$ cat config.mk
export PLATFORM = sky130hd
export DESIGN_NAME = mm_cmd_queue
export DESIGN_NICKNAME = d
export VERILOG_FILES = /design/src/rtl/mm_pkg.sv /design/src/rtl/mm_cmd_queue.sv
export SDC_FILE = /design/constraint.sdc
export NUM_CORES = 1
export LEC_CHECK = 0
export BUFFER_PORTS_ARGS = -buffer_cell sky130_fd_sc_hd__buf_4
export CELL_PAD_IN_SITES_DETAIL_PLACEMENT = 0
export CELL_PAD_IN_SITES_GLOBAL_PLACEMENT = 1
export CORE_MARGIN = 2
export CORE_UTILIZATION = 43
export CTS_CLUSTER_SIZE = 14
export DETAILED_ROUTE_END_ITERATION = 12
export PLACE_DENSITY = 0.82
export REMOVE_ABC_BUFFERS = 1
export SLEW_MARGIN = 20
export SYNTH_ARGS = -nofsm -noshare
export SYNTH_HDL_FRONTEND = slang
export SYNTH_SLANG_ARGS = --single-unit
export TNS_END_PERCENT = 5
$ cat constraint.sdc
create_clock -name clk -period 2.3 [get_ports clk]
set_input_delay 0.69 -clock clk [delete_from_list [all_inputs] [get_ports clk]]
set_output_delay 0.69 -clock clk [all_outputs]
set_load 0.02 [all_outputs]
$ cat src/rtl/mm_pkg.sv
package mm_pkg;

  localparam int FUNC_W = 2;
  localparam int IDX_W  = 6;
  localparam int ELEM_W = 16;
  localparam int CFG_W  = 7;
  localparam int SUM_W  = 38;
  localparam int CFG_IDX_W = 2;

  localparam logic [FUNC_W-1:0] FUNC_WLEFT  = 2'd0;
  localparam logic [FUNC_W-1:0] FUNC_WRIGHT = 2'd1;
  localparam logic [FUNC_W-1:0] FUNC_READ   = 2'd2;

  localparam logic [CFG_IDX_W-1:0] CFG_ROWS  = 2'd0;
  localparam logic [CFG_IDX_W-1:0] CFG_INNER = 2'd1;
  localparam logic [CFG_IDX_W-1:0] CFG_COLS  = 2'd2;

  localparam logic [CFG_W-1:0] DIM_RESET = 7'd64;

  typedef enum logic [1:0] {
    CMD_WLEFT,
    CMD_WRIGHT,
    CMD_MAC,
    CMD_RESULT
  } cmd_kind_t;

  typedef struct packed {
    cmd_kind_t          kind;
    logic [IDX_W-1:0]   row;
    logic [IDX_W-1:0]   col;
    logic [ELEM_W-1:0]  value;
    logic [CFG_W-1:0]   nk;
    logic               err;
  } cmd_t;

endpackage

$ cat src/rtl/mm_cmd_queue.sv
module mm_cmd_queue (
  input  logic         clk,
  input  logic         rst_n,
  input  logic         push_valid,
  output logic         push_ready,
  input  mm_pkg::cmd_t push_cmd,
  output logic         pop_valid,
  input  logic         pop_ready,
  output mm_pkg::cmd_t pop_cmd
);
  import mm_pkg::*;

  localparam int DEPTH = 2;
  localparam int PTR_W = $clog2(DEPTH);
  localparam int CNT_W = $clog2(DEPTH + 1);

  cmd_t             entry_r [DEPTH];
  logic [PTR_W-1:0] wr_ptr_r;
  logic [PTR_W-1:0] rd_ptr_r;
  logic [CNT_W-1:0] count_r;
  logic             push_fire;
  logic             pop_fire;

  assign push_ready = count_r != CNT_W'(DEPTH);
  assign pop_valid  = count_r != '0;
  assign pop_cmd    = entry_r[rd_ptr_r];
  assign push_fire  = push_valid && push_ready;
  assign pop_fire   = pop_valid && pop_ready;

  always_ff @(posedge clk) begin
    if (push_fire) begin
      entry_r[wr_ptr_r] <= push_cmd;
    end
  end

  always_ff @(posedge clk) begin
    if (!rst_n) begin
      wr_ptr_r <= '0;
      rd_ptr_r <= '0;
      count_r  <= '0;
    end else begin
      if (push_fire) wr_ptr_r <= PTR_W'(wr_ptr_r + 1'b1);
      if (pop_fire)  rd_ptr_r <= PTR_W'(rd_ptr_r + 1'b1);
      case ({push_fire, pop_fire})
        2'b10:   count_r <= CNT_W'(count_r + 1'b1);
        2'b01:   count_r <= CNT_W'(count_r - 1'b1);
        default: ;
      endcase
    end
  end

`ifndef NO_ASSERTIONS
  a_count_bound: assert property (@(posedge clk) disable iff (!rst_n)
    count_r <= CNT_W'(DEPTH))
    else $error("command queue count out of range");
`endif

endmodule

==> results.txt <==
The cell area after placement came out at 0.00374 sq mm. The initial utilization of the core area, before any placement, comes to 0.442. Counting flops with an async set or reset pin after synthesis yields a share of 0. The power dissipated by switching net loads is 1.30 mW.

Summed over all nets, wire length on met2 after detailed routing comes to 2.46 mm. Setup repair after global routing left no endpoint under its margin. The critical path capture point is pop_cmd[16]. The max-slew headroom at the worst pin came out at 0.847.

The via count of the first global-routing pass came out at 1551. The area inside the core boundary came out at 0.00672 sq mm. In this run the worst hold path is classified as flip-flop to flip-flop. The remaining number of nets flagged by the antenna check after routing is 0. Timing would allow up to 456 MHz. Routed signal wires occupy layers up through met4. The width of the die came out at 87.1 um. The area of combinational cells with multiple inputs is 561 sq um.

The floorplan step defined a die boundary enclosing 0.00758 sq mm. The count of endpoints failing hold in the final timing report came to 0. The met1 routed wirelength after detailed routing came out at 2.33 mm. The total count of max-transition violations in the final report came out at 0.

The synthesized design contains 81 register bits. The routed design uses 331 um of met3 wire. The measured slew at the worst slew-check pin is 230 ps.

The first routing iteration left 99 violations. The global-route wire length before repair is 7.62 mm. The pin count of the biggest net entering global routing is 39. TritonCTS created 9 clock buffers. The top cell types in the final layout, fill and taps aside, are sky130_fd_sc_hd__buf_4 (81), sky130_fd_sc_hd__edfxtp_1 (76), sky130_fd_sc_hd__mux2_2 (38).

The number of cells on the worst reg-to-reg path is 5. The worst register-to-register path begins at count_r[0]. In the routed layout, each cell is associated on average with a via count of 4.84. The slack of the worst reg-to-reg path is 710 ps. The H-tree depth reported by CTS came out at 3. The row count is 30. The worst setup path is launched from a flip-flop. The placed wire-length estimate after detailed placement came out at 3.37 mm. The tool flagged a number of max-cap violations equal to 0. Dividing the synthesized area by the synthesized cell count gives 20.9 sq um. The net switching fraction of the power is 0.297.

The final wirelength is 5.16 mm. The number of synthesized flops with an enable pin is 76. Yosys mapped the design onto 21 distinct sky130hd cell types. The reported leakage power is 1.46 nW.

The post-CTS repair timing setup buffer count came out at 0. The data required time at the worst endpoint is 1610 ps. In the final routed layout, each cell accounts on average for 16.3 um. The final critical-path share of the clock period came out at 0.953.

The worst setup path is captured at an output port. The fraction of final layout cells with drive strength greater than 1 is 0.586. For this run, the number of Yosys warnings is 0. The setup violation total in the final timing report is 0. The synthesized instance count came out at 142. The height of the die came out at 87.1 um. The number of primary I/O pins came out at 82. The post-route cell area is 0.00391 sq mm. The share of total power in sequential cells is 0.446.

The area used by sequential logic in the layout is 0.00239 sq mm. The power share of the combinational group is 0.338. The quantity of gates resized following cts came out at 1. The maximum fanout encountered on the critical timing path is 18. Traced cell by cell, the critical path runs through buf_12, mux2_2, buf_4. The final critical-path required period is 2190 ps. IR analysis of the VDD net gives a maximum drop of 474 uV. The final layout contains 277 nets. For this run the aggregate overflow at the end of global routing stands at 0. The number of standard cells in the layout, taps in and fillers out is 317. Fill cells in the final layout number 533. The cell area that synthesis handed to floorplanning was 0.00297 sq mm. The weighted congestion reported at the end of routability-driven placement is 0.662. The number of buffers on the longest clock path is 2. TritonCTS built the clock tree. The largest incremental delay on the critical path came out at 460 ps. The flow ran to the end, and the final reports show no timing, DRC or antenna violations. The detailed-route DRC error count is 0. The clock skew came out at 7.01 ps. The worst register-to-register path ends at count_r[1].

The number of antenna violations at the first check in global routing came out at 0. The clock insertion delay at the later pin of the skew report came out at 330 ps. Relative to the synthesized area, the layout overhead comes to 31.8%. The number of diodes added for antenna fixing came out at 0. After clock tree synthesis, the clock-pin slew on the worst setup and hold paths is 70 ps. The fraction of power consumed by the clock network is 0.216. The data arrival time of the critical path is 1500 ps. The master of the slowest instance on the critical path is sky130_fd_sc_hd__dfxtp_4. The critical path is of the flip-flop to output port type. In this run, post-CTS hold repair placed 0 buffers. The most frequently used flop master after synthesis is sky130_fd_sc_hd__edfxtp_1. The cell total after placement is 303.

The internal portion of total power is 3.09 mW. In the global route stage, overall resource usage came out at 0.138. The sequential cell area fraction in the yosys report came out at 0.803. The first-pass detailed-route iteration total is 4.

The power density over cell area came out at 1120 mW/mm^2. CTS saw 81 sinks. Clock tree synthesis selected as its root buffer the cell sky130_fd_sc_hd__clkbuf_8.

The sum of negative setup slack came out at 0 ps. Summing over every cut layer, the via total after detailed routing is 1534. The number of buffers inserted by port buffering is 81. The most common cell after layout, fill and taps aside is sky130_fd_sc_hd__buf_4.
## final cells by class
class,count,area share
clock buffer,10,0.0326
clock inverter,4,0.0118
inverter,1,0.000959
multi-input combinational,56,0.143
sequential,81,0.610
tap,80,0.0256
timing repair buffer,85,0.176
## cells in the mapped netlist (all sizes together), types with 2 or more instances
library cell  count  area [sq um]
edfxtp           76          2280
xnor2             3          26.3
nor2b             2          12.5
a21boi            2          15.0
mux2             38           428
buf               4          22.5
dfxtp             5           100
## power groups by stage
stage	clock [mW]	combinational [mW]	sequential (mW)
6_report	0.949	1.49	1.96
5_1_grt	1.04	1.58	1.98
4_1_cts	0.974	1.51	1.97
3_5_place_dp	0	1.51	2.00
3_3_place_gp	0	1.49	1.98
2_1_floorplan	0	0.830	2.01
## cells by family after synthesis
kind of cell,Yosys count,share of synthesized area
adder cells (fa/ha/maj),1,0.00422
XOR/XNOR,3,0.00885
AO/OA/AOI/OAI,5,0.0126
buffers and inverters,5,0.00885
AND/OR/NAND/NOR,9,0.0186
flip-flops,81,0.803
multiplexers,38,0.144
## layer usage
layer / vias up / track usage
met1: 739 / 0.176
met2: 57 / 0.214
met5: - / 0
li1: 731 / -
met3: 7 / 0.0521
met4: 0 / 0.0511
## registers in the layout, summed over array words and instances, names as in the netlist, named ones only
register	cells
count_r	2
entry_r	76
rd_ptr_r	1
wr_ptr_r	1
## worst min-delay path by stage
stage                             from        endpoint  cells past startpoint
after floorplan             count_r[1]      count_r[1]                      2
after global placement      count_r[1]      count_r[1]                      2
after detailed placement    count_r[1]      count_r[1]                      2
after CTS                 push_cmd[37]  entry_r[1][37]                      1
after global routing       push_cmd[0]   entry_r[0][0]                      1
final                       count_r[1]      count_r[1]                      2
## worst max-delay path: cells and delay by family (launching register included)
family   cells  cell delay [ps]
flops        1              460
mux          1              350
buf+inv      2              350
## through the flow
step                      utilization  total power, mW  hold WS [ps]  setup slack, ps
final                           0.582             4.40           528              108
after global routing            0.582             4.60           508             50.0
after global placement          0.556             3.47           503              380
after CTS                       0.582             4.45           515             77.1
after floorplan                     -             2.84           479             41.7
after detailed placement        0.556             3.50           513              359
No activity file was read; power rests on OpenSTA's default activity.
