===== src/rtl/mm_pkg.sv =====
package mm_pkg;

  localparam int FUNC_W = 2;
  localparam int IDX_W  = 6;
  localparam int ELEM_W = 16;
  localparam int CFG_W  = 7;
  localparam int SUM_W  = 38;
  localparam int CFG_IDX_W = 2;

  localparam logic [FUNC_W-1:0] FUNC_WLEFT  = 2'd0;
  localparam logic [FUNC_W-1:0] FUNC_WRIGHT = 2'd1;
  localparam logic [FUNC_W-1:0] FUNC_READ   = 2'd2;

  localparam logic [CFG_IDX_W-1:0] CFG_ROWS  = 2'd0;
  localparam logic [CFG_IDX_W-1:0] CFG_INNER = 2'd1;
  localparam logic [CFG_IDX_W-1:0] CFG_COLS  = 2'd2;

  localparam logic [CFG_W-1:0] DIM_RESET = 7'd64;

  typedef enum logic [1:0] {
    CMD_WLEFT,
    CMD_WRIGHT,
    CMD_MAC,
    CMD_RESULT
  } cmd_kind_t;

  typedef struct packed {
    cmd_kind_t          kind;
    logic [IDX_W-1:0]   row;
    logic [IDX_W-1:0]   col;
    logic [ELEM_W-1:0]  value;
    logic [CFG_W-1:0]   nk;
    logic               err;
  } cmd_t;

endpackage


===== src/rtl/mm_front.sv =====
module mm_front #(
  parameter int MAX_DIM = 64
) (
  input  logic                          clk,
  input  logic                          rst_n,
  input  logic                          in_valid,
  output logic                          in_ready,
  input  logic [mm_pkg::FUNC_W-1:0]     in_func,
  input  logic [mm_pkg::IDX_W-1:0]      in_row_index,
  input  logic [mm_pkg::IDX_W-1:0]      in_col_index,
  input  logic signed [mm_pkg::ELEM_W-1:0] in_element_value,
  input  logic                          cfg_we,
  input  logic [mm_pkg::CFG_IDX_W-1:0]  cfg_index,
  input  logic [mm_pkg::CFG_W-1:0]      cfg_wdata,
  output logic                          push_valid,
  input  logic                          push_ready,
  output mm_pkg::cmd_t                  push_cmd
);
  import mm_pkg::*;

  logic [CFG_W-1:0] rows_used_r;
  logic [CFG_W-1:0] inner_used_r;
  logic [CFG_W-1:0] cols_used_r;
  logic [CFG_W-1:0] nk;
  logic             row_in_dim;
  logic             col_in_dim;
  logic             read_err;
  logic             keep;

  always_ff @(posedge clk) begin
    if (!rst_n) begin
      rows_used_r  <= DIM_RESET;
      inner_used_r <= DIM_RESET;
      cols_used_r  <= DIM_RESET;
    end else if (cfg_we) begin
      case (cfg_index)
        CFG_ROWS:  rows_used_r  <= cfg_wdata;
        CFG_INNER: inner_used_r <= cfg_wdata;
        CFG_COLS:  cols_used_r  <= cfg_wdata;
        default: ;
      endcase
    end
  end

  assign row_in_dim = 32'(in_row_index) < MAX_DIM;
  assign col_in_dim = 32'(in_col_index) < MAX_DIM;
  assign nk = (32'(inner_used_r) > MAX_DIM) ? CFG_W'(MAX_DIM) : inner_used_r;
  assign read_err = !row_in_dim || !col_in_dim ||
                    (CFG_W'(in_row_index) >= rows_used_r) ||
                    (CFG_W'(in_col_index) >= cols_used_r);

  // Writes that fall outside the stores and unused codes are taken and dropped.
  always_comb begin
    push_cmd.kind  = CMD_RESULT;
    push_cmd.row   = in_row_index;
    push_cmd.col   = in_col_index;
    push_cmd.value = $unsigned(in_element_value);
    push_cmd.nk    = nk;
    push_cmd.err   = 1'b0;
    keep           = 1'b0;
    case (in_func)
      FUNC_WLEFT: begin
        push_cmd.kind = CMD_WLEFT;
        keep          = row_in_dim && col_in_dim;
      end
      FUNC_WRIGHT: begin
        push_cmd.kind = CMD_WRIGHT;
        keep          = row_in_dim && col_in_dim;
      end
      FUNC_READ: begin
        keep = 1'b1;
        if (read_err) begin
          push_cmd.kind = CMD_RESULT;
          push_cmd.err  = 1'b1;
        end else if (nk == '0) begin
          push_cmd.kind = CMD_RESULT;
        end else begin
          push_cmd.kind = CMD_MAC;
        end
      end
      default: keep = 1'b0;
    endcase
  end

  assign in_ready   = push_ready;
  assign push_valid = in_valid && keep;

endmodule


===== config.mk =====
export PLATFORM = sky130hd
export DESIGN_NAME = mm_front
export DESIGN_NICKNAME = d
export VERILOG_FILES = /design/src/rtl/mm_pkg.sv /design/src/rtl/mm_front.sv
export SDC_FILE = /design/constraint.sdc
export NUM_CORES = 1
export LEC_CHECK = 0
export ABC_CLOCK_PERIOD_IN_PS = 3000
export BUFFER_PORTS_ARGS = -buffer_cell sky130_fd_sc_hd__buf_2
export CAP_MARGIN = 25
export CORE_UTILIZATION = 47
export CTS_CLUSTER_SIZE = 30
export DETAILED_ROUTE_END_ITERATION = 6
export GPL_TIMING_DRIVEN = 0
export MAX_ROUTING_LAYER = met4
export PLACE_DENSITY_LB_ADDON = 0.25
export SYNTH_ARGS = -nofsm -noshare
export SYNTH_HDL_FRONTEND = slang
export SYNTH_SLANG_ARGS = --single-unit

===== constraint.sdc =====
create_clock -name clk -period 3 [get_ports clk]
set_input_delay 0.6 -clock clk [delete_from_list [all_inputs] [get_ports clk]]
set_output_delay 0.6 -clock clk [all_outputs]
set_load 0.05 [all_outputs]

==> impl_metrics.json <==
{
  "antenna_cells": 0,
  "fin_ws_ns": 0.3989,
  "postRouteAntennaNets": 0,
  "die_width_um": 56.95,
  "ff_latch_area_um2": 420.4,
  "clock_sinks": 21,
  "r2r-end": "inner_used_r[6]",
  "synthFlopType": "dfxtp_1",
  "synth_fa_ha_area_share_pct": 10.58,
  "gp_congestion": 0.7199,
  "syn-cell-area_um2": 1419,
  "min_period_ns": 2.601,
  "grt_first_pass_wirelength_mm": 4.367,
  "ys_top_cells_by_area": "dfxtp_1 (30%), buf_4 (16%), mux2i_1 (11%)",
  "clk_pin_slew_worst_paths_ns": 0.12,
  "io_pins": 84,
  "outcome": "finished, violations left",
  "drc": 14,
  "portBuffers": 66,
  "area_growth_syn_to_layout_pct": 27.87,
  "synthSimpleGateAreaFrac_pct": 20.81,
  "crit_fanout": 2,
  "avgRoutedWirePerCell_um": 10.51,
  "post-route-util_pct": 64.67,
  "arrival_ns": 2.00,
  "grt_setup_unrepaired": "no",
  "synthXorXnorAreaFrac_pct": 0,
  "cp-start-kind": "input port",
  "dpl.cell_count": 260,
  "fp.dieH_um": 56.95,
  "cp_cell_sequence": "buf_2 > ha_1 > a211oi_2 > nor3_1 > a2111oi_1 > a21oi_1 > buf_2",
  "synthArstFlopShare_pct": 0,
  "synth-edff-count": 0,
  "dpl_worst_slack_ns": 0.3939,
  "grt_pass1_vias": 1003,
  "routed-via-count": 1241,
  "cp_common_cell": "buf_2",
  "synth.top_cell.area_share_pct": 29.63,
  "synth_cell_types": 23,
  "clk-insertion-delay-late_ns": 0.30,
  "r2r-start": "inner_used_r[6]",
  "worstHoldStart": "cols_used_r[6]",
  "p_leak_nw": 0.9420,
  "hold_violations": 0,
  "p_per_area_nw_per_um2": 363.4,
  "drive_gt1_share_pct": 44.21,
  "cts_max_path_buffers": 2,
  "post_cts_buffers": 0,
  "finalCritPeriodShare_pct": 86.70,
  "cp_num_buf_inv": 2,
  "ff2ff_setup_slack_ns": 2.19,
  "drv_cap": 0,
  "cts_resized": 0,
  "setup_viol": 0,
  "htree_num_levels": 1,
  "start_util_pct": 50.58,
  "whs_path_depth": 2,
  "fin_worst_skew_ns": 0,
  "antenna_found_initial": 0,
  "cts_buffers": 3,
  "vias_per_cell": 4.701,
  "drt-pass1-iter-count": 6,
  "critPathKind": "in2out",
  "fmax_mhz": 384.4,
  "hold_buffers": 0,
  "core_area_um2": 2805,
  "cts_tree": "yes",
  "multi_input_area_um2": 703.2,
  "root_buffer": "clkbuf_4",
  "r2r_cells": 2,
  "nets": 290,
  "syn_nets": 219,
  "max_slew_margin_pct": 70.20,
  "synth_area_leader_cell": "dfxtp_1",
  "rows": 19,
  "synthTopCellsByCount": "buf_4 (30), nor2b_1 (24), dfxtp_1 (21)",
  "cp_top_family": "compound AO/OA/AOI/OAI gates",
  "place_hpwl_mm": 2.249,
  "hold-worst-slack_ns": 0.5161,
  "tns_ns": 0,
  "synth_top_family_by_area": "buffers and inverters",
  "hold_end": "cols_used_r[6]",
  "violations": "design-rule violations",
  "grt-ovfl-total": 0,
  "ys_seq_elements": 21,
  "hold_class": "reg2reg",
  "max_stage_delay_ns": 0.36,
  "synth_compound_area_share_pct": 6.878,
  "grt_use_total_pct": 17.84,
  "ys_seq_area_share_pct": 29.63,
  "grt_max_degree": 12,
  "tightest_slew_ns": 0.4470,
  "syn_area_per_cell_um2": 8.705,
  "syn_inst": 163,
  "yosys_warnings": 0,
  "muxShareOfSynthArea_pct": 11.29,
  "cp.required_ns": 2.40,
  "slew_viol_final": 0,
  "irDropWorstVdd_mv": 0.1718,
  "drt-total-wl_mm": 2.774,
  "final-instance-count-excl-fill": 264,
  "worstSetupEndpointType": "output pin",
  "synth.most_common_cell": "buf_4",
  "fillCellCount": 263,
  "critPathSlowestCell": "a2111oi_1",
  "die_area_um2": 3243,
  "drt_iter0_drc": 29
}
[flip-flops by register name, indices dropped and copies added, names as in the netlist]
name and count:
cols_used_r 7, inner_used_r 7, rows_used_r 7
[cell usage in the layout (no fill, tap or decap), types with 3 or more instances in the layout]
cell type / netlist / layout
buf_2: 2 / 68
buf_4: 30 / 30
nor2b_1: 24 / 24
dfxtp_1: 21 / 21
mux2i_1: 16 / 16
nor2_1: 13 / 13
inv_1: 12 / 12
ha_1: 12 / 12
a21oi_1: 7 / 7
clkbuf_1: 4 / 5
nand2b_1: 3 / 3
nor3_1: 3 / 3
nand2_1: 3 / 3
clkbuf_4: 0 / 3
[where the power goes]
part           leakage [nW]  total, W  internal (W)  switching (W)
sequential            0.171  0.000294      0.000288     0.00000588
clock                0.0150  0.000138     0.0000519      0.0000864
combinational         0.756  0.000227     0.0000851       0.000142
[cells by family after synthesis]
family | count (synthesis)
and+or+nand+nor | 52
AOI/OAI and AO/OA | 14
buffers and inverters | 48
adders and majority gates | 12
muxes | 16
DFF | 21
[worst register-to-register path, cell delays in order, from the launching register on]
cell,delay (ns)
dfxtp_1,0.42
mux2i_1,0.19
nand2_1,0.08
[layout make-up]
cell class                      count  share of cell area [%]
Sequential cell                    21                   23.17
Timing Repair Buffer               66                   18.21
Tap cell                           31                   2.138
Clock buffer                        4                   1.448
Multi-Input combinational cell     94                   38.76
Buffer                             36                   13.79
Inverter                           12                   2.483
[per-layer routing]
layer  wire (µm)  global-route usage, %
met1        1251                  22.80
met2        1274                  29.58
met4          31                  5.226
met3         215                  2.268
met5           0                      -
[stage by stage]
step | power, W | instance area, µm²
2_1_floorplan | 0.0004724 | 1419
3_3_place_gp | 0.0005257 | 1788
3_5_place_dp | 0.0005277 | 1788
4_1_cts | 0.0006622 | 1814
5_1_grt | 0.0006909 | 1814
6_report | 0.0006592 | 1814
[how the worst max path moves through the flow]
stage,start,endpoint,cells past startpoint
floorplan,in_col_index[4],push_cmd[36],5
global placement,in_row_index[4],push_cmd[36],7
detailed placement,in_row_index[4],push_cmd[36],7
CTS,in_row_index[4],push_cmd[36],7
global route,in_col_index[0],push_cmd[36],8
finish,in_col_index[4],push_cmd[36],7
No activity file was read; power rests on OpenSTA's default activity.
